==> src/hdl/stt_pkg.sv <==
// Shared types, constants and helpers for the source text tokenizer.
// No dependencies; every other file of the block but stt_if imports this package.
package stt_pkg;

  // Default widths of the position and length counters
  localparam int unsigned POSITION_BITS_DEF = 16;
  localparam int unsigned LENGTH_BITS_DEF   = 16;

  // Entries of the queue between classifier and lexer
  localparam int unsigned QUEUE_DEPTH = 4;

  // Keywords are matched on at most this many characters
  localparam int unsigned WORD_CHARS  = 6;
  localparam int unsigned PREFIX_BITS = 8 * WORD_CHARS;
  localparam int unsigned KW_COUNT    = 8;

  // Character codes the lexer looks at
  localparam logic [7:0] CH_SLASH = 8'h2F;
  localparam logic [7:0] CH_EQ    = 8'h3D;
  localparam logic [7:0] CH_BANG  = 8'h21;
  localparam logic [7:0] CH_LT    = 8'h3C;
  localparam logic [7:0] CH_GT    = 8'h3E;
  localparam logic [7:0] CH_PLUS  = 8'h2B;
  localparam logic [7:0] CH_AMP   = 8'h26;
  localparam logic [7:0] CH_BAR   = 8'h7C;

  // Keyword text, right aligned: let fn if else while return true false
  localparam logic [PREFIX_BITS-1:0] KW_TEXT [KW_COUNT] = '{
    48'h0000_006C_6574,
    48'h0000_0000_666E,
    48'h0000_0000_6966,
    48'h0000_656C_7365,
    48'h0077_6869_6C65,
    48'h7265_7475_726E,
    48'h0000_7472_7565,
    48'h0066_616C_7365
  };
  localparam logic [2:0] KW_LEN [KW_COUNT] = '{3'd3, 3'd2, 3'd2, 3'd4, 3'd5, 3'd6, 3'd4, 3'd5};

  typedef enum logic [2:0] {
    KIND_IDENT   = 3'd0,
    KIND_KEYWORD = 3'd1,
    KIND_NUMBER  = 3'd2,
    KIND_STRING  = 3'd3,
    KIND_OP      = 3'd4,
    KIND_PUNCT   = 3'd5,
    KIND_UNKNOWN = 3'd6,
    KIND_END     = 3'd7
  } token_kind_e;

  // Byte classes found by the front end
  typedef enum logic [3:0] {
    CLS_END,
    CLS_SPACE,
    CLS_NEWLINE,
    CLS_ALPHA,
    CLS_DIGIT,
    CLS_DOT,
    CLS_QUOTE,
    CLS_SLASH,
    CLS_OPCH,
    CLS_PUNCT,
    CLS_OTHER
  } char_class_e;

  // One classified byte
  typedef struct packed {
    char_class_e cls;
    logic [7:0]  ch;
  } item_t;

  // One token record
  typedef struct packed {
    token_kind_e kind;
    logic [2:0]  keyword_index;
    logic [7:0]  first_char;
    logic [7:0]  second_char;
    logic [15:0] start_line;
    logic [15:0] start_column;
    logic [15:0] token_length;
    logic        last_of_run;
  } token_t;

  // Two-character operators: == != <= >= += && ||
  function automatic logic op_pair(input logic [7:0] a, input logic [7:0] b);
    logic r;
    if (b == CH_EQ) begin
      r = (a == CH_EQ) || (a == CH_BANG) || (a == CH_LT) || (a == CH_GT) || (a == CH_PLUS);
    end else begin
      r = ((a == CH_AMP) && (b == CH_AMP)) || ((a == CH_BAR) && (b == CH_BAR));
    end
    return r;
  endfunction

  function automatic token_t make_rec(input token_kind_e kind, input logic [2:0] kw,
                                      input logic [7:0] c1, input logic [7:0] c2,
                                      input logic [15:0] line, input logic [15:0] col,
                                      input logic [15:0] len);
    token_t r;
    r.kind          = kind;
    r.keyword_index = kw;
    r.first_char    = c1;
    r.second_char   = c2;
    r.start_line    = line;
    r.start_column  = col;
    r.token_length  = len;
    r.last_of_run   = 1'b0;
    return r;
  endfunction

endpackage

==> src/hdl/stt_if.sv <==
// Handshake channels of the tokenizer: source bytes in, token records out.
// No dependencies.
interface stt_byte_if;
  logic       valid;
  logic       ready;
  logic [7:0] ch;
  logic       end_of_input;

  modport source (output valid, output ch, output end_of_input, input ready);
  modport sink   (input valid, input ch, input end_of_input, output ready);
endinterface

interface stt_token_if;
  logic        valid;
  logic        ready;
  logic [2:0]  token_kind;
  logic [2:0]  keyword_index;
  logic [7:0]  first_char;
  logic [7:0]  second_char;
  logic [15:0] start_line;
  logic [15:0] start_column;
  logic [15:0] token_length;
  logic        last_of_run;

  modport source (output valid, output token_kind, output keyword_index, output first_char,
                  output second_char, output start_line, output start_column,
                  output token_length, output last_of_run, input ready);
  modport sink   (input valid, input token_kind, input keyword_index, input first_char,
                  input second_char, input start_line, input start_column,
                  input token_length, input last_of_run, output ready);
endinterface

==> src/hdl/stt_front.sv <==
// Front end: accepts source bytes and tags each with its character class.
// Depends on stt_pkg and the stt_byte_if interface.
module stt_front (
  stt_byte_if.sink       byte_i,
  input  logic           full_i,
  output logic           push_o,
  output stt_pkg::item_t item_o
);
  import stt_pkg::*;

  function automatic char_class_e classify(input logic [7:0] c, input logic eoi);
    char_class_e r;
    if (eoi || (c == 8'h00)) begin
      r = CLS_END;
    end else begin
      case (c) inside
        8'h0A:                           r = CLS_NEWLINE;
        8'h20, [8'h09:8'h0D]:            r = CLS_SPACE;
        [8'h41:8'h5A], [8'h61:8'h7A], 8'h5F: r = CLS_ALPHA;
        [8'h30:8'h39]:                   r = CLS_DIGIT;
        8'h2E:                           r = CLS_DOT;
        8'h22:                           r = CLS_QUOTE;
        8'h2F:                           r = CLS_SLASH;
        8'h2B, 8'h2D, 8'h2A, 8'h3D, 8'h3C, 8'h3E, 8'h21, 8'h26, 8'h7C: r = CLS_OPCH;
        8'h28, 8'h29, 8'h7B, 8'h7D, 8'h3B, 8'h2C: r = CLS_PUNCT;
        default:                         r = CLS_OTHER;
      endcase
    end
    return r;
  endfunction

  // Accept whenever the queue has room
  assign byte_i.ready = !full_i;
  assign push_o       = byte_i.valid && !full_i;
  assign item_o.cls   = classify(byte_i.ch, byte_i.end_of_input);
  assign item_o.ch    = byte_i.ch;

endmodule

==> src/hdl/stt_queue.sv <==
// Short FIFO of classified bytes between the front end and the lexer.
// Depends on stt_pkg.
module stt_queue #(
  parameter int unsigned DEPTH = stt_pkg::QUEUE_DEPTH
) (
  input  logic           clk_i,
  input  logic           rst_ni,
  input  logic           push_i,
  input  stt_pkg::item_t data_i,
  output logic           full_o,
  input  logic           pop_i,
  output logic           valid_o,
  output stt_pkg::item_t data_o
);
  import stt_pkg::*;

  localparam int unsigned PW = (DEPTH > 1) ? $clog2(DEPTH) : 1;
  localparam int unsigned CW = $clog2(DEPTH + 1);

  item_t         mem_q [DEPTH];
  logic [PW-1:0] wr_q, rd_q;
  logic [CW-1:0] cnt_q;
  logic          do_push, do_pop;

  assign full_o  = (cnt_q == CW'(DEPTH));
  assign valid_o = (cnt_q != '0);
  assign data_o  = mem_q[rd_q];
  assign do_push = push_i && !full_o;
  assign do_pop  = pop_i && valid_o;

  // Pointers and fill count
  always_ff @(posedge clk_i or negedge rst_ni) begin
    if (!rst_ni) begin
      wr_q  <= '0;
      rd_q  <= '0;
      cnt_q <= '0;
    end else begin
      if (do_push) begin
        wr_q <= (wr_q == PW'(DEPTH - 1)) ? '0 : wr_q + 1'b1;
      end
      if (do_pop) begin
        rd_q <= (rd_q == PW'(DEPTH - 1)) ? '0 : rd_q + 1'b1;
      end
      if (do_push && !do_pop) begin
        cnt_q <= cnt_q + 1'b1;
      end else if (do_pop && !do_push) begin
        cnt_q <= cnt_q - 1'b1;
      end
    end
  end

  // Storage
  always_ff @(posedge clk_i) begin
    if (do_push) begin
      mem_q[wr_q] <= data_i;
    end
  end

endmodule

==> src/hdl/stt_back.sv <==
// Back end: lexer state machine over classified bytes, with the output register.
// Depends on stt_pkg and the stt_token_if interface.
module stt_back #(
  parameter int unsigned POSITION_BITS = stt_pkg::POSITION_BITS_DEF,
  parameter int unsigned LENGTH_BITS   = stt_pkg::LENGTH_BITS_DEF
) (
  input  logic           clk_i,
  input  logic           rst_ni,
  input  logic           valid_i,
  input  stt_pkg::item_t item_i,
  output logic           pop_o,
  stt_token_if.source    token_o
);
  import stt_pkg::*;

  typedef enum logic [2:0] {
    MODE_IDLE,
    MODE_IDENT,
    MODE_NUMBER,
    MODE_STRING,
    MODE_OP,
    MODE_COMMENT
  } mode_e;

  localparam logic [POSITION_BITS-1:0] POS_MAX = '1;
  localparam logic [LENGTH_BITS-1:0]   LEN_MAX = '1;
  localparam logic [POSITION_BITS+15:0] POS_CAP = (POSITION_BITS + 16)'(16'hFFFF);
  localparam logic [LENGTH_BITS+15:0]   LEN_CAP = (LENGTH_BITS + 16)'(16'hFFFF);

  function automatic logic [15:0] sat_pos(input logic [POSITION_BITS-1:0] v);
    logic [POSITION_BITS+15:0] w;
    w = {16'd0, v};
    return (w > POS_CAP) ? 16'hFFFF : w[15:0];
  endfunction

  function automatic logic [15:0] sat_len(input logic [LENGTH_BITS-1:0] v);
    logic [LENGTH_BITS+15:0] w;
    w = {16'd0, v};
    return (w > LEN_CAP) ? 16'hFFFF : w[15:0];
  endfunction

  mode_e                    mode_q, mode_d;
  logic [7:0]               pend_q, pend_d;
  logic [PREFIX_BITS-1:0]   prefix_q, prefix_d;
  logic [LENGTH_BITS-1:0]   run_q, run_d, run_inc;
  logic [POSITION_BITS-1:0] tok_line_q, tok_line_d, tok_col_q, tok_col_d;
  logic [POSITION_BITS-1:0] cur_line_q, cur_line_d, cur_col_q, cur_col_d;
  logic                     phase_q;
  logic                     out_valid_q;
  token_t                   out_q;

  logic        is_end, fall, move;
  logic        has_a, has_b;
  token_t      rec_a, rec_b, rec_sel;
  token_kind_e word_kind;
  logic [2:0]  word_idx;
  logic        can_load, load, take;
  logic [1:0]  n_rec;

  assign is_end  = (item_i.cls == CLS_END);
  assign run_inc = (run_q < LEN_MAX) ? run_q + 1'b1 : run_q;

  // Keyword lookup over the eight fixed words
  always_comb begin
    word_kind = KIND_IDENT;
    word_idx  = '0;
    if (run_q <= LENGTH_BITS'(WORD_CHARS)) begin
      for (int i = 0; i < KW_COUNT; i++) begin
        if ((run_q == LENGTH_BITS'(KW_LEN[i])) && (prefix_q == KW_TEXT[i])) begin
          word_kind = KIND_KEYWORD;
          word_idx  = 3'(i);
        end
      end
    end
  end

  // Mode logic: records caused by the head byte and the next lexer state
  always_comb begin
    mode_d     = mode_q;
    pend_d     = pend_q;
    prefix_d   = prefix_q;
    run_d      = run_q;
    tok_line_d = tok_line_q;
    tok_col_d  = tok_col_q;
    cur_line_d = cur_line_q;
    cur_col_d  = cur_col_q;
    fall       = 1'b0;
    move       = 1'b0;
    has_a      = 1'b0;
    has_b      = 1'b0;
    rec_a      = make_rec(KIND_END, '0, '0, '0, sat_pos(tok_line_q), sat_pos(tok_col_q), '0);
    rec_b      = make_rec(KIND_END, '0, '0, '0, sat_pos(cur_line_q), sat_pos(cur_col_q), '0);

    // close or extend the open token
    case (mode_q)
      MODE_IDENT: begin
        if (!is_end && ((item_i.cls == CLS_ALPHA) || (item_i.cls == CLS_DIGIT))) begin
          if (run_q < LENGTH_BITS'(WORD_CHARS)) begin
            prefix_d = {prefix_q[PREFIX_BITS-9:0], item_i.ch};
          end
          run_d = run_inc;
          move  = 1'b1;
        end else begin
          has_a = 1'b1;
          rec_a = make_rec(word_kind, word_idx, '0, '0, sat_pos(tok_line_q),
                           sat_pos(tok_col_q), sat_len(run_q));
          fall  = 1'b1;
        end
      end
      MODE_NUMBER: begin
        if (!is_end && ((item_i.cls == CLS_DIGIT) || (item_i.cls == CLS_DOT))) begin
          run_d = run_inc;
          move  = 1'b1;
        end else begin
          has_a = 1'b1;
          rec_a = make_rec(KIND_NUMBER, '0, '0, '0, sat_pos(tok_line_q),
                           sat_pos(tok_col_q), sat_len(run_q));
          fall  = 1'b1;
        end
      end
      MODE_STRING: begin
        if (is_end || (item_i.cls == CLS_QUOTE)) begin
          has_a  = 1'b1;
          rec_a  = make_rec(KIND_STRING, '0, '0, '0, sat_pos(tok_line_q),
                            sat_pos(tok_col_q), sat_len(run_q));
          mode_d = MODE_IDLE;
          // end of text still gives the end record; a closing quote does not
          fall   = is_end;
          move   = !is_end;
        end else begin
          run_d = run_inc;
          move  = 1'b1;
        end
      end
      MODE_OP: begin
        if (!is_end && (pend_q == CH_SLASH) && (item_i.cls == CLS_SLASH)) begin
          mode_d = MODE_COMMENT;
          move   = 1'b1;
        end else if (!is_end && op_pair(pend_q, item_i.ch)) begin
          has_a  = 1'b1;
          rec_a  = make_rec(KIND_OP, '0, pend_q, item_i.ch, sat_pos(tok_line_q),
                            sat_pos(tok_col_q), 16'd2);
          mode_d = MODE_IDLE;
          move   = 1'b1;
        end else begin
          has_a = 1'b1;
          rec_a = make_rec(((pend_q == CH_AMP) || (pend_q == CH_BAR)) ? KIND_UNKNOWN : KIND_OP,
                           '0, pend_q, '0, sat_pos(tok_line_q), sat_pos(tok_col_q), 16'd1);
          fall  = 1'b1;
        end
      end
      MODE_COMMENT: begin
        if (!is_end && (item_i.cls != CLS_NEWLINE)) begin
          move = 1'b1;
        end else begin
          fall = 1'b1;
        end
      end
      default: begin
        fall = 1'b1;
      end
    endcase

    // idle: the byte starts something new, or ends the text
    if (fall) begin
      mode_d = MODE_IDLE;
      if (is_end) begin
        has_b = 1'b1;
      end else begin
        tok_line_d = cur_line_q;
        tok_col_d  = cur_col_q;
        move       = 1'b1;
        case (item_i.cls)
          CLS_ALPHA: begin
            mode_d   = MODE_IDENT;
            prefix_d = PREFIX_BITS'(item_i.ch);
            run_d    = LENGTH_BITS'(1);
          end
          CLS_DIGIT: begin
            mode_d = MODE_NUMBER;
            run_d  = LENGTH_BITS'(1);
          end
          CLS_QUOTE: begin
            mode_d = MODE_STRING;
            run_d  = '0;
          end
          CLS_SLASH, CLS_OPCH: begin
            mode_d = MODE_OP;
            pend_d = item_i.ch;
            run_d  = LENGTH_BITS'(1);
          end
          CLS_PUNCT: begin
            has_b = 1'b1;
            rec_b = make_rec(KIND_PUNCT, '0, item_i.ch, '0, sat_pos(cur_line_q),
                             sat_pos(cur_col_q), 16'd1);
          end
          CLS_OTHER, CLS_DOT: begin
            has_b = 1'b1;
            rec_b = make_rec(KIND_UNKNOWN, '0, item_i.ch, '0, sat_pos(cur_line_q),
                             sat_pos(cur_col_q), 16'd1);
          end
          default: begin
            // whitespace is skipped
          end
        endcase
      end
    end

    // position tracking
    if (move) begin
      if (item_i.cls == CLS_NEWLINE) begin
        cur_line_d = (cur_line_q < POS_MAX) ? cur_line_q + 1'b1 : cur_line_q;
        cur_col_d  = POSITION_BITS'(1);
      end else if (cur_col_q < POS_MAX) begin
        cur_col_d = cur_col_q + 1'b1;
      end
    end
  end

  // Record sequencing: a byte with two records holds the queue head until both are loaded
  assign n_rec    = {1'b0, has_a} + {1'b0, has_b};
  assign can_load = !out_valid_q || token_o.ready;
  assign take     = valid_i && can_load;
  assign load     = take && (n_rec != 2'd0);
  assign pop_o    = take && ((n_rec != 2'd2) || phase_q);

  always_comb begin
    if (n_rec == 2'd2) begin
      rec_sel             = phase_q ? rec_b : rec_a;
      rec_sel.last_of_run = phase_q;
    end else begin
      rec_sel             = has_a ? rec_a : rec_b;
      rec_sel.last_of_run = 1'b1;
    end
  end

  // Lexer state and output valid
  always_ff @(posedge clk_i or negedge rst_ni) begin
    if (!rst_ni) begin
      mode_q      <= MODE_IDLE;
      pend_q      <= '0;
      prefix_q    <= '0;
      run_q       <= '0;
      tok_line_q  <= POSITION_BITS'(1);
      tok_col_q   <= POSITION_BITS'(1);
      cur_line_q  <= POSITION_BITS'(1);
      cur_col_q   <= POSITION_BITS'(1);
      phase_q     <= 1'b0;
      out_valid_q <= 1'b0;
    end else begin
      if (can_load) begin
        out_valid_q <= load;
      end
      if (take && (n_rec == 2'd2)) begin
        phase_q <= !phase_q;
      end
      if (pop_o) begin
        mode_q     <= mode_d;
        pend_q     <= pend_d;
        prefix_q   <= prefix_d;
        run_q      <= run_d;
        tok_line_q <= tok_line_d;
        tok_col_q  <= tok_col_d;
        cur_line_q <= cur_line_d;
        cur_col_q  <= cur_col_d;
      end
    end
  end

  // Output payload register
  always_ff @(posedge clk_i) begin
    if (load) begin
      out_q <= rec_sel;
    end
  end

  assign token_o.valid         = out_valid_q;
  assign token_o.token_kind    = out_q.kind;
  assign token_o.keyword_index = out_q.keyword_index;
  assign token_o.first_char    = out_q.first_char;
  assign token_o.second_char   = out_q.second_char;
  assign token_o.start_line    = out_q.start_line;
  assign token_o.start_column  = out_q.start_column;
  assign token_o.token_length  = out_q.token_length;
  assign token_o.last_of_run   = out_q.last_of_run;

endmodule

==> src/hdl/source_text_tokenizer_top.sv <==
// Top level of the source text tokenizer: front end, queue, lexer back end.
// Depends on stt_pkg, stt_if, stt_front, stt_queue and stt_back.
//
//   channel   direction  handshake      payload
//   byte_i    in         valid/ready    ch, end_of_input
//   token_o   out        valid/ready    token record fields, last_of_run
//
// A byte is taken every cycle while the queue has room; the lexer retires one byte
// per cycle while the output is not stalled; a byte that closes one token and emits
// a second record is held for both. Records leave through a registered output stage.
// Reset clears the queue, the lexer state (positions back to line 1, column 1)
// and the output valid. A stalled output fills the queue, then drops byte_i.ready.
module source_text_tokenizer_top #(
  parameter int unsigned POSITION_BITS = stt_pkg::POSITION_BITS_DEF,
  parameter int unsigned LENGTH_BITS   = stt_pkg::LENGTH_BITS_DEF
) (
  input  logic        clk_i,
  input  logic        rst_ni,
  stt_byte_if.sink    byte_i,
  stt_token_if.source token_o
);
  import stt_pkg::*;

  logic  push, full, pop, head_valid;
  item_t push_item, head_item;

  stt_front u_front (
    .byte_i (byte_i),
    .full_i (full),
    .push_o (push),
    .item_o (push_item)
  );

  stt_queue #(
    .DEPTH (QUEUE_DEPTH)
  ) u_queue (
    .clk_i   (clk_i),
    .rst_ni  (rst_ni),
    .push_i  (push),
    .data_i  (push_item),
    .full_o  (full),
    .pop_i   (pop),
    .valid_o (head_valid),
    .data_o  (head_item)
  );

  stt_back #(
    .POSITION_BITS (POSITION_BITS),
    .LENGTH_BITS   (LENGTH_BITS)
  ) u_back (
    .clk_i   (clk_i),
    .rst_ni  (rst_ni),
    .valid_i (head_valid),
    .item_i  (head_item),
    .pop_o   (pop),
    .token_o (token_o)
  );

  // Second record of a byte follows right after the first is taken
  a_second_follows: assert property (@(posedge clk_i) disable iff (!rst_ni)
    token_o.valid && token_o.ready && !token_o.last_of_run |=> token_o.valid)
    else $error("second record of a byte did not follow");

  // A byte only leaves the queue once its last record is loaded or it has none
  a_pop_order: assert property (@(posedge clk_i) disable iff (!rst_ni)
    pop |=> !token_o.valid || token_o.last_of_run || !$past(token_o.valid) ||
            $past(token_o.ready))
    else $error("queue head retired while a record was pending");

  // End records carry no text
  a_end_record: assert property (@(posedge clk_i) disable iff (!rst_ni)
    token_o.valid && (token_o.token_kind == KIND_END) |->
      (token_o.token_length == 16'd0) && (token_o.first_char == 8'd0) &&
      token_o.last_of_run)
    else $error("malformed end record");

  // Positions count from one
  a_position_nonzero: assert property (@(posedge clk_i) disable iff (!rst_ni)
    token_o.valid |-> (token_o.start_line != 16'd0) && (token_o.start_column != 16'd0))
    else $error("zero start position");

endmodule
==> src/flat_wrapper.sv <==
// flat-port wrapper written by rule: the top's interface ports become plain ports
module source_text_tokenizer_top_flat import stt_pkg::*;
#(
  parameter int unsigned POSITION_BITS = stt_pkg::POSITION_BITS_DEF,
  parameter int unsigned LENGTH_BITS   = stt_pkg::LENGTH_BITS_DEF
)
  (clk_i, rst_ni, byte_i_valid, byte_i_ch, byte_i_end_of_input, byte_i_ready, token_o_valid, token_o_token_kind, token_o_keyword_index, token_o_first_char, token_o_second_char, token_o_start_line, token_o_start_column, token_o_token_length, token_o_last_of_run, token_o_ready);
  stt_byte_if byte_i_i ();
  stt_token_if token_o_i ();
  input  logic clk_i;
  input  logic rst_ni;
  input wire logic [$bits(byte_i_i.valid)-1:0] byte_i_valid;
  input wire logic [$bits(byte_i_i.ch)-1:0] byte_i_ch;
  input wire logic [$bits(byte_i_i.end_of_input)-1:0] byte_i_end_of_input;
  output wire logic [$bits(byte_i_i.ready)-1:0] byte_i_ready;
  output wire logic [$bits(token_o_i.valid)-1:0] token_o_valid;
  output wire logic [$bits(token_o_i.token_kind)-1:0] token_o_token_kind;
  output wire logic [$bits(token_o_i.keyword_index)-1:0] token_o_keyword_index;
  output wire logic [$bits(token_o_i.first_char)-1:0] token_o_first_char;
  output wire logic [$bits(token_o_i.second_char)-1:0] token_o_second_char;
  output wire logic [$bits(token_o_i.start_line)-1:0] token_o_start_line;
  output wire logic [$bits(token_o_i.start_column)-1:0] token_o_start_column;
  output wire logic [$bits(token_o_i.token_length)-1:0] token_o_token_length;
  output wire logic [$bits(token_o_i.last_of_run)-1:0] token_o_last_of_run;
  input wire logic [$bits(token_o_i.ready)-1:0] token_o_ready;
  assign byte_i_i.valid = byte_i_valid;
  assign byte_i_i.ch = byte_i_ch;
  assign byte_i_i.end_of_input = byte_i_end_of_input;
  assign byte_i_ready = byte_i_i.ready;
  assign token_o_valid = token_o_i.valid;
  assign token_o_token_kind = token_o_i.token_kind;
  assign token_o_keyword_index = token_o_i.keyword_index;
  assign token_o_first_char = token_o_i.first_char;
  assign token_o_second_char = token_o_i.second_char;
  assign token_o_start_line = token_o_i.start_line;
  assign token_o_start_column = token_o_i.start_column;
  assign token_o_token_length = token_o_i.token_length;
  assign token_o_last_of_run = token_o_i.last_of_run;
  assign token_o_i.ready = token_o_ready;
  source_text_tokenizer_top #(.POSITION_BITS(POSITION_BITS), .LENGTH_BITS(LENGTH_BITS)) u_core (.clk_i(clk_i), .rst_ni(rst_ni), .byte_i(byte_i_i), .token_o(token_o_i));
endmodule
==> config.mk <==
export PLATFORM = sky130hd
export DESIGN_NAME = source_text_tokenizer_top_flat
export DESIGN_NICKNAME = d
export VERILOG_FILES = /design/src/hdl/stt_pkg.sv /design/src/hdl/stt_if.sv /design/src/hdl/stt_front.sv /design/src/hdl/stt_queue.sv /design/src/hdl/stt_back.sv /design/src/hdl/source_text_tokenizer_top.sv /design/src/flat_wrapper.sv
export SDC_FILE = /design/constraint.sdc
export NUM_CORES = 1
export LEC_CHECK = 0
export BUFFER_PORTS_ARGS = -buffer_cell sky130_fd_sc_hd__buf_2
export CORE_AREA = 2 2 172 174
export CTS_CLUSTER_SIZE = 8
export DETAILED_ROUTE_END_ITERATION = 8
export DIE_AREA = 0 0 174 176
export GPL_TIMING_DRIVEN = 0
export MAX_ROUTING_LAYER = met4
export PLACE_DENSITY = 0.69
export REMOVE_ABC_BUFFERS = 1
export SKIP_CTS_REPAIR_TIMING = 1
export SYNTH_ARGS = -nofsm -noshare
export SYNTH_HDL_FRONTEND = slang
export SYNTH_SLANG_ARGS = --single-unit
==> constraint.sdc <==
create_clock -name clk_i -period 4.11 [get_ports clk_i]
set_input_delay 0.411 -clock clk_i [delete_from_list [all_inputs] [get_ports clk_i]]
set_output_delay 0.411 -clock clk_i [all_outputs]
set_load 0.02 [all_outputs]
# Yosys cells after proc, flatten, opt, wreduce, memory -nomap -nowiden
# Memory sizes are Yosys's and may differ from the RTL's.
# Index checks and enable logic that the tools add are counted.
[word_totals] inputBits=13 mem_count=1 ram_bits=48 elab_cells=272 ff_bits=219
[classes] add_sub_neg=8 muxes=94 n_bitwise=1 n_eq_ne=67 n_lt_le_gt_ge=13 n_reduce_logical=67
[mem_list] name="u_core.u_queue.mem_q" depth=4 word_bits=12 rd=1 rd_ports_with_merged_regs=0 write_ports=1 line_no="stt_queue.sv:20" source="item_t mem_q [DEPTH];"
[op_table] cell="71-bit 2-to-1 mux" n=6
[op_table] cell="48-bit 2-to-1 mux" n=6
[op_table] cell="71-bit case mux with 4 select lines" n=1
[op_table] cell="70-bit 2-to-1 mux" n=4
[op_table] cell="8-bit by 6-bit equality test with 1-bit output (second input constant)" n=25
[op_table] cell="70-bit case mux with 2 select lines" n=1
[op_table] cell="16-bit 2-to-1 mux" n=8
[op_table] cell="48-bit by 15-bit equality test with 1-bit output (second input constant)" n=2
[op_table] cell="48-bit by 31-bit equality test with 1-bit output (second input constant)" n=2
[op_table] cell="48-bit by 39-bit equality test with 1-bit output (second input constant)" n=2
[op_table] cell="3-bit 2-to-1 mux" n=22
[op_table] cell="16-bit by 1-bit adder with 16-bit output (second input constant)" n=3
[op_table] cell="16-bit by 3-bit equality test with 1-bit output (second input constant)" n=3
[op_table] cell="48-bit by 23-bit equality test with 1-bit output (second input constant)" n=1
[op_table] cell="48-bit by 47-bit equality test with 1-bit output (second input constant)" n=1
[op_table] cell="8-bit by 7-bit equality test with 1-bit output (second input constant)" n=6
[op_table] cell="16-bit less-than comparator (second input constant)" n=3
[op_table] cell="16-bit case mux with 3 select lines" n=1
[op_table] cell="16-bit by 2-bit equality test with 1-bit output (second input constant)" n=2
[op_table] cell="4-bit 2-to-1 mux" n=8
[op_table] cell="16-bit case mux with 2 select lines" n=1
[op_table] cell="1-bit logical AND" n=29
[op_table] cell="1-bit 2-to-1 mux" n=26
[op_table] cell="4-bit by 3-bit equality test with 1-bit output (second input constant)" n=4
[op_table] cell="42 further kinds" n=83

# Depth between registers and ports, before layout
[logic_depth] ltp_word=21 mapped_depth=18 mapped_depth_nobuf=12

# By module
# Synthesis repeated with hierarchy kept, for this count alone.
[hier_totals] cells_unflattened=1001 hier_area_um2=12782.3
[by_module_without_submodules] mod="stt_back" instances=1 cells_each=829 area_each_um2=10017.1
[by_module_without_submodules] mod="stt_queue" instances=1 cells_each=100 area_each_um2=2230.9
[by_module_without_submodules] mod="stt_front" instances=1 cells_each=72 area_each_um2=534.3

# Worst setup path after synthesis
# Ideal clock, no wire load.
[synth_timing] path_kind="register -> register" start="register u_core.u_queue.rd_q[0]" end="register u_core.u_back.out_q, in the netlist u_core.u_back.token_o.first_char[0], enable pin" setup_slack_ns=-0.405 setup_time_ns=0.425 period_less_slack_ns=4.515 path_stages_with_launch=13 arrival_time_ns=4.090 cell_sequence="dfrtp_1 -> buf_2 -> buf_6 -> mux4_2 -> buf_1 -> or3b_2 -> a21oi_1 -> a21oi_1 -> and2_1 -> clkbuf_1 -> o21ai_0 -> nand2_1 -> inv_1"
[synth_via] elab_chain_cells=15 elab_cells_between_ends=46
[synth_rtl] element="start, declared" line_no="stt_queue.sv:21" source="logic [PW-1:0] wr_q, rd_q;"
[synth_rtl] element="start signal, assigned" line_no="stt_queue.sv:42" source="rd_q <= (rd_q == PW'(DEPTH - 1)) ? '0 : rd_q + 1'b1;"
[synth_rtl] element="memory read 4 x 12 bit (*)"
[synth_rtl] element="8-bit by 6-bit equality test with 1-bit output / 8-bit by 7-bit equality test with 1-bit output (equally long branches)" line_no="stt_pkg.sv:90" source="r = ((a == CH_AMP) && (b == CH_AMP)) || ((a == CH_BAR) && (b == CH_BAR));"
[synth_rtl] element="1-bit logical AND" line_no="stt_pkg.sv:90"
[synth_rtl] element="1-bit logical OR" line_no="stt_pkg.sv:90"
[synth_rtl] element="1-bit 2-to-1 mux" line_no="stt_pkg.sv:87" source="if (b == CH_EQ) begin"
[synth_rtl] element="1-bit 2-to-1 mux" line_no="stt_back.sv:136" source="if (!is_end && (pend_q == CH_SLASH) && (item_i.cls == CLS_SLASH)) begin"
[synth_rtl] element="1-bit 2-to-1 mux" line_no="stt_back.sv:95" source="case (mode_q)"
[synth_rtl] element="1-bit logical AND" line_no="stt_back.sv:139" source="end else if (!is_end && op_pair(pend_q, item_i.ch)) begin"
[synth_rtl] element="1-bit 2-to-1 mux" line_no="stt_back.sv:139"
[synth_rtl] element="1-bit 2-to-1 mux" line_no="stt_back.sv:136"
[synth_rtl] element="1-bit case mux with 5 select lines" line_no="stt_back.sv:95"
[synth_rtl] element="1-bit 2-to-1 mux" line_no="stt_back.sv:165" source="if (fall) begin"
[synth_rtl] element="1-bit by 1-bit adder with 2-bit output (*)" line_no="stt_back.sv:221" source="assign n_rec = {1'b0, has_a} + {1'b0, has_b};"
[synth_rtl] element="2-bit nonzero test (*)" line_no="stt_back.sv:224" source="assign load = take && (n_rec != 2'd0);"
[synth_rtl] element="1-bit logical AND (*)" line_no="stt_back.sv:224"
[synth_rtl] element="named net u_core.u_back.load" line_no="stt_back.sv:57" source="logic can_load, load, take;"
[synth_rtl] element="end signal, assigned" line_no="stt_back.sv:273" source="out_q <= rec_sel;"
[synth_rtl] element="end, declared" line_no="stt_back.sv:50" source="token_t out_q;"
# The timed path passes the listed nets; every way through them passes the cells marked *. The select of a mux whose other input is x is not followed.
# A chain may end at the register's enable or synchronous reset.

# Worst setup path in the final report
[layout_timing] start="register u_core.u_queue.rd_q[0]" end="register u_core.u_queue.cnt_q[1]"
[layout_via] elab_chain_cells=20 elab_cells_between_ends=53
[layout_rtl] element="memory read 4 x 12 bit (*)"
[layout_rtl] element="8-bit by 6-bit equality test with 1-bit output / 8-bit by 7-bit equality test with 1-bit output (equally long branches)" line_no="stt_pkg.sv:90"
[layout_rtl] element="1-bit logical AND" line_no="stt_pkg.sv:90"
[layout_rtl] element="1-bit logical OR" line_no="stt_pkg.sv:90"
[layout_rtl] element="1-bit 2-to-1 mux" line_no="stt_pkg.sv:87"
[layout_rtl] element="1-bit 2-to-1 mux" line_no="stt_back.sv:136"
[layout_rtl] element="1-bit 2-to-1 mux" line_no="stt_back.sv:95"
[layout_rtl] element="1-bit logical AND" line_no="stt_back.sv:139"
[layout_rtl] element="[... 4 more ...]"
[layout_rtl] element="1-bit by 1-bit adder with 2-bit output (*)" line_no="stt_back.sv:221"
[layout_rtl] element="2-bit inequality test (*)" line_no="stt_back.sv:225" source="assign pop_o = take && ((n_rec != 2'd2) || phase_q);"
[layout_rtl] element="1-bit logical OR (*)" line_no="stt_back.sv:225"
[layout_rtl] element="1-bit logical AND (*)" line_no="stt_back.sv:225"
[layout_rtl] element="1-bit logical AND (*)" line_no="stt_queue.sv:29" source="assign do_pop = pop_i && valid_o;"
[layout_rtl] element="1-bit zero test" line_no="stt_queue.sv:44" source="if (do_push && !do_pop) begin"
[layout_rtl] element="1-bit logical AND" line_no="stt_queue.sv:44"
[layout_rtl] element="3-bit 2-to-1 mux / 2-bit nonzero test (equally long branches)"
[layout_rtl] element="end signal, assigned" line_no="stt_queue.sv:45" source="cnt_q <= cnt_q + 1'b1;"
[layout_rtl] element="end signal, assigned" line_no="stt_queue.sv:47" source="cnt_q <= cnt_q - 1'b1;"
[layout_rtl] element="end, declared" line_no="stt_queue.sv:22" source="logic [CW-1:0] cnt_q;"
# Mark *: on every way between the ends. The rest lies on a longest branch, timed or not. The select of a mux whose other input is x is not followed.

==> impl_results.md <==
* DP HPWL at 17630 um
* Leakage at 6.190 nW
* Cell depth of the worst setup path at 13
* Nets at 1160
* Mapped Avg Cell Area at 12.54 sq um
* Startpoint types: flip-flop
* Crit share post-route at 97.65%
* Yosys warns at 0
* Endpoints failing setup at 0
* Vias per cell at 5.759
* First-pass GRT wire length at 44440 um
* Max stage delay on crit path at 520 ps
* Async set-reset flop share out of synthesis at 55.43%
* Maximum VDD drop at 508.1 uV
* CP max FO at 6
* Detail Route Antenna Nets at 0
* CP Capture Type: flip-flop
* Fillers at 2420
* Worst-path clk slew at 50 ps
* Critical path class: flip-flop to flip-flop
* Top Ports at 86
* Num CTS Buffers at 39
* Crit Reg-Reg Startpoint: u_core.u_queue.rd_q[0]
* EDFF count, synth at 119
* Synth Flop Type: dfrtp_1
* Count of input and output buffers at 85
* Crit path DAT at 4400 ps
* H-tree Lvls at 2
* Fraction of layout cells with a size suffix above 1 at 26.25%
* Crit-path leading delay family: compound AO/OA/AOI/OAI gates
* Die height at 176 um
* Status: finished, final reports clean
* Mapped cell area at 12770 sq um
* Largest net degree at the start of global routing at 88
* Diode count at 0
* Relative slew slack at 37.82%
* Routed wire per std cell at 18.15 um
* Total power at 0.01163 W
* Final min period at 4013 ps
* Worst-margin pin slew at 925.5 ps
* Synthesized flop and latch total at 267
* Hold_ws at 179.7 ps
* Clk Latency, worst-skew pair at 520 ps
* Initial antenna violation count at 0
* CTS tree: yes
* Remaining Overflow, GRT at 0
* WL final at 28050 um
* Hold Vio Cnt, Final at 0
* R2r worst-path depth at 13
* Biggest regs: u_core.u_back.prefix_q x48, u_core.u_queue.mem_q x48
* Reg2Reg Setup Slack at 100 ps
* Critical path buffers and inverters at 4
* Clock Tree Buf Depth at 3
* Initial Utilization at 44.72%
* Placed Cells at 1444
* Critical path cell sequence: buf_12 -> mux4_2 -> buf_4 -> nor4b_2 -> o21ai_0 -> a221o_1 -> nor3_2 -> o41ai_4 -> buf_8 -> ha_1 -> inv_1 -> fa_1 -> mux2_2
* Vias at 8903
* Std cell rows at 62
* Clk root buf: clkbuf_16
* Library cells used by synthesis at 83
* Worst path required time at 4500 ps
* Number of global-route vias before repair at 8560
* Die X at 174 um
* Worst Setup EP: u_core.u_queue.cnt_q[1]
* Fmax at 249.2 MHz
* Routability Congestion at 0.9195
* DIE AREA at 30620 sq um
* Placed Instance Area at 13590 sq um
* CTS sink count at 267
* Starting DRT DRC Count at 785
* Crit path from: u_core.u_queue.rd_q[0]
* MaxCap Viol Count at 0
* Fin Clk Skew at 16.37 ps
* Worst R2R End: u_core.u_queue.cnt_q[1]
* Post-Syn Instances at 1018
* Final max-slew violation count at 0
* Router iterations before antenna repair at 6
* Total GRT Usage at 18.13%
* Post-route non-filler standard cell count at 1546
* Final instance area at 15130 sq um
* P&R area growth vs syn at 18.50%
* Min-delay worst type: input pin to flip-flop
* Crit-path slowest cell: mux4_2
* Core area at 28550 sq um
* DRC at 0
* PD cells at 768.7 nW/um^2
* Register area share after synthesis at 57.04%
-- worst register-to-register path, stage by stage (launching register included) --
cell	delay (ps)
dfrtp_4	500
buf_12	150
mux4_2	520
buf_4	190
nor4b_2	380
o21ai_0	240
a221o_1	410
nor3_2	230
o41ai_4	160
buf_8	160
ha_1	190
inv_1	70
fa_1	400
mux2_2	270
-- cells by family (layout without fill, tap and decap cells) --
family	after synthesis	count (layout)	synth area share, %
AO/OA/AOI/OAI	207	207	11.98
flip-flops	267	267	57.04
multiplexers	100	102	10.72
AND/OR/NAND/NOR	329	329	14.55
XOR/XNOR	23	23	1.578
other	1	1	0.02937
buffers and inverters	78	220	2.764
adder cells (fa/ha/maj)	13	13	1.333
-- per-stage QoR --
stage	util, %	TNS (ps)	worst slack [ps]
floorplan	-	-257900	-2216
finish	52.99	0	96.60
CTS	51.49	-129330	-895.8
global placement	47.00	-675230	-5429
global route	52.99	-26.02	-26.02
detailed placement	47.62	-122130	-862.9
-- layer usage --
metal	GRT usage [%]	share of wire, %	up-vias
met4	5.637	2.5	0
met3	2.541	5.4	68
met1	25.14	46	4406
li1	-	-	4146
met5	-	0	-
met2	27.91	46	283
-- power by group --
group	switching (W)	total, W	internal, W	leakage [nW]
sequential	0.000428	0.00418	0.00375	3.11
combinational	0.00277	0.00458	0.00181	2.55
clock	0.00111	0.00287	0.00177	0.525
-- cell usage in the layout, fill, tap and decap left out, types with 28 or more instances in the layout --
cell       count
dfrtp_1      142
edfxtp_1     119
buf_2         84
nor2_1        52
mux2_2        52
a22o_1        49
nand2_1       47
clkbuf_16     39
mux2_4        30
nand3_1       29
nand4_1       28
a21oi_1       28
-- cell type report --
class                           count  area [sq um]  area share [%]
Tap cell                          384         480.5           3.176
Sequential cell                   267          7287           48.17
Clock inverter                      4         33.78          0.2233
Inverter                           26         100.1          0.6616
Timing Repair Buffer              125         830.8           5.492
Multi-Input combinational cell    675          5323           35.18
Clock buffer                       65          1074           7.096
-- Yosys cell counts (26+ instances only) --
| cell | instances | share of area [%] |
|---|---|---|
| dfrtp_1 | 144 | 28 |
| edfxtp_1 | 119 | 28 |
| nor2_1 | 54 | 1.6 |
| mux2_2 | 52 | 4.6 |
| a22o_1 | 49 | 3.4 |
| nand2_1 | 47 | 1.4 |
| mux2_4 | 30 | 3.5 |
| nand3_1 | 29 | 1.1 |
| a21oi_1 | 28 | 1.1 |
| nand4_1 | 28 | 1.4 |
| and2_1 | 27 | 1.3 |
| clkbuf_1 | 26 | 0.76 |
| inv_1 | 26 | 0.76 |
-- how the worst min path moves through the flow --
stage / from / to / slack (ps) / cells after the start
2_1_floorplan: rst_ni / u_core.u_back.cur_col_q[10] / 120 / 0
3_3_place_gp: u_core.u_back.prefix_q[43] / u_core.u_back.prefix_q[43] / 480 / 1
3_5_place_dp: rst_ni / u_core.u_back.prefix_q[39] / 440 / 1
4_1_cts: rst_ni / u_core.u_back.prefix_q[7] / -90 / 1
5_1_grt: byte_i_ch[7] / u_core.u_queue.mem_q[2][7] / 170 / 1
6_report: byte_i_ch[7] / u_core.u_queue.mem_q[3][7] / 180 / 1
Power figures use the tool's default switching activity.
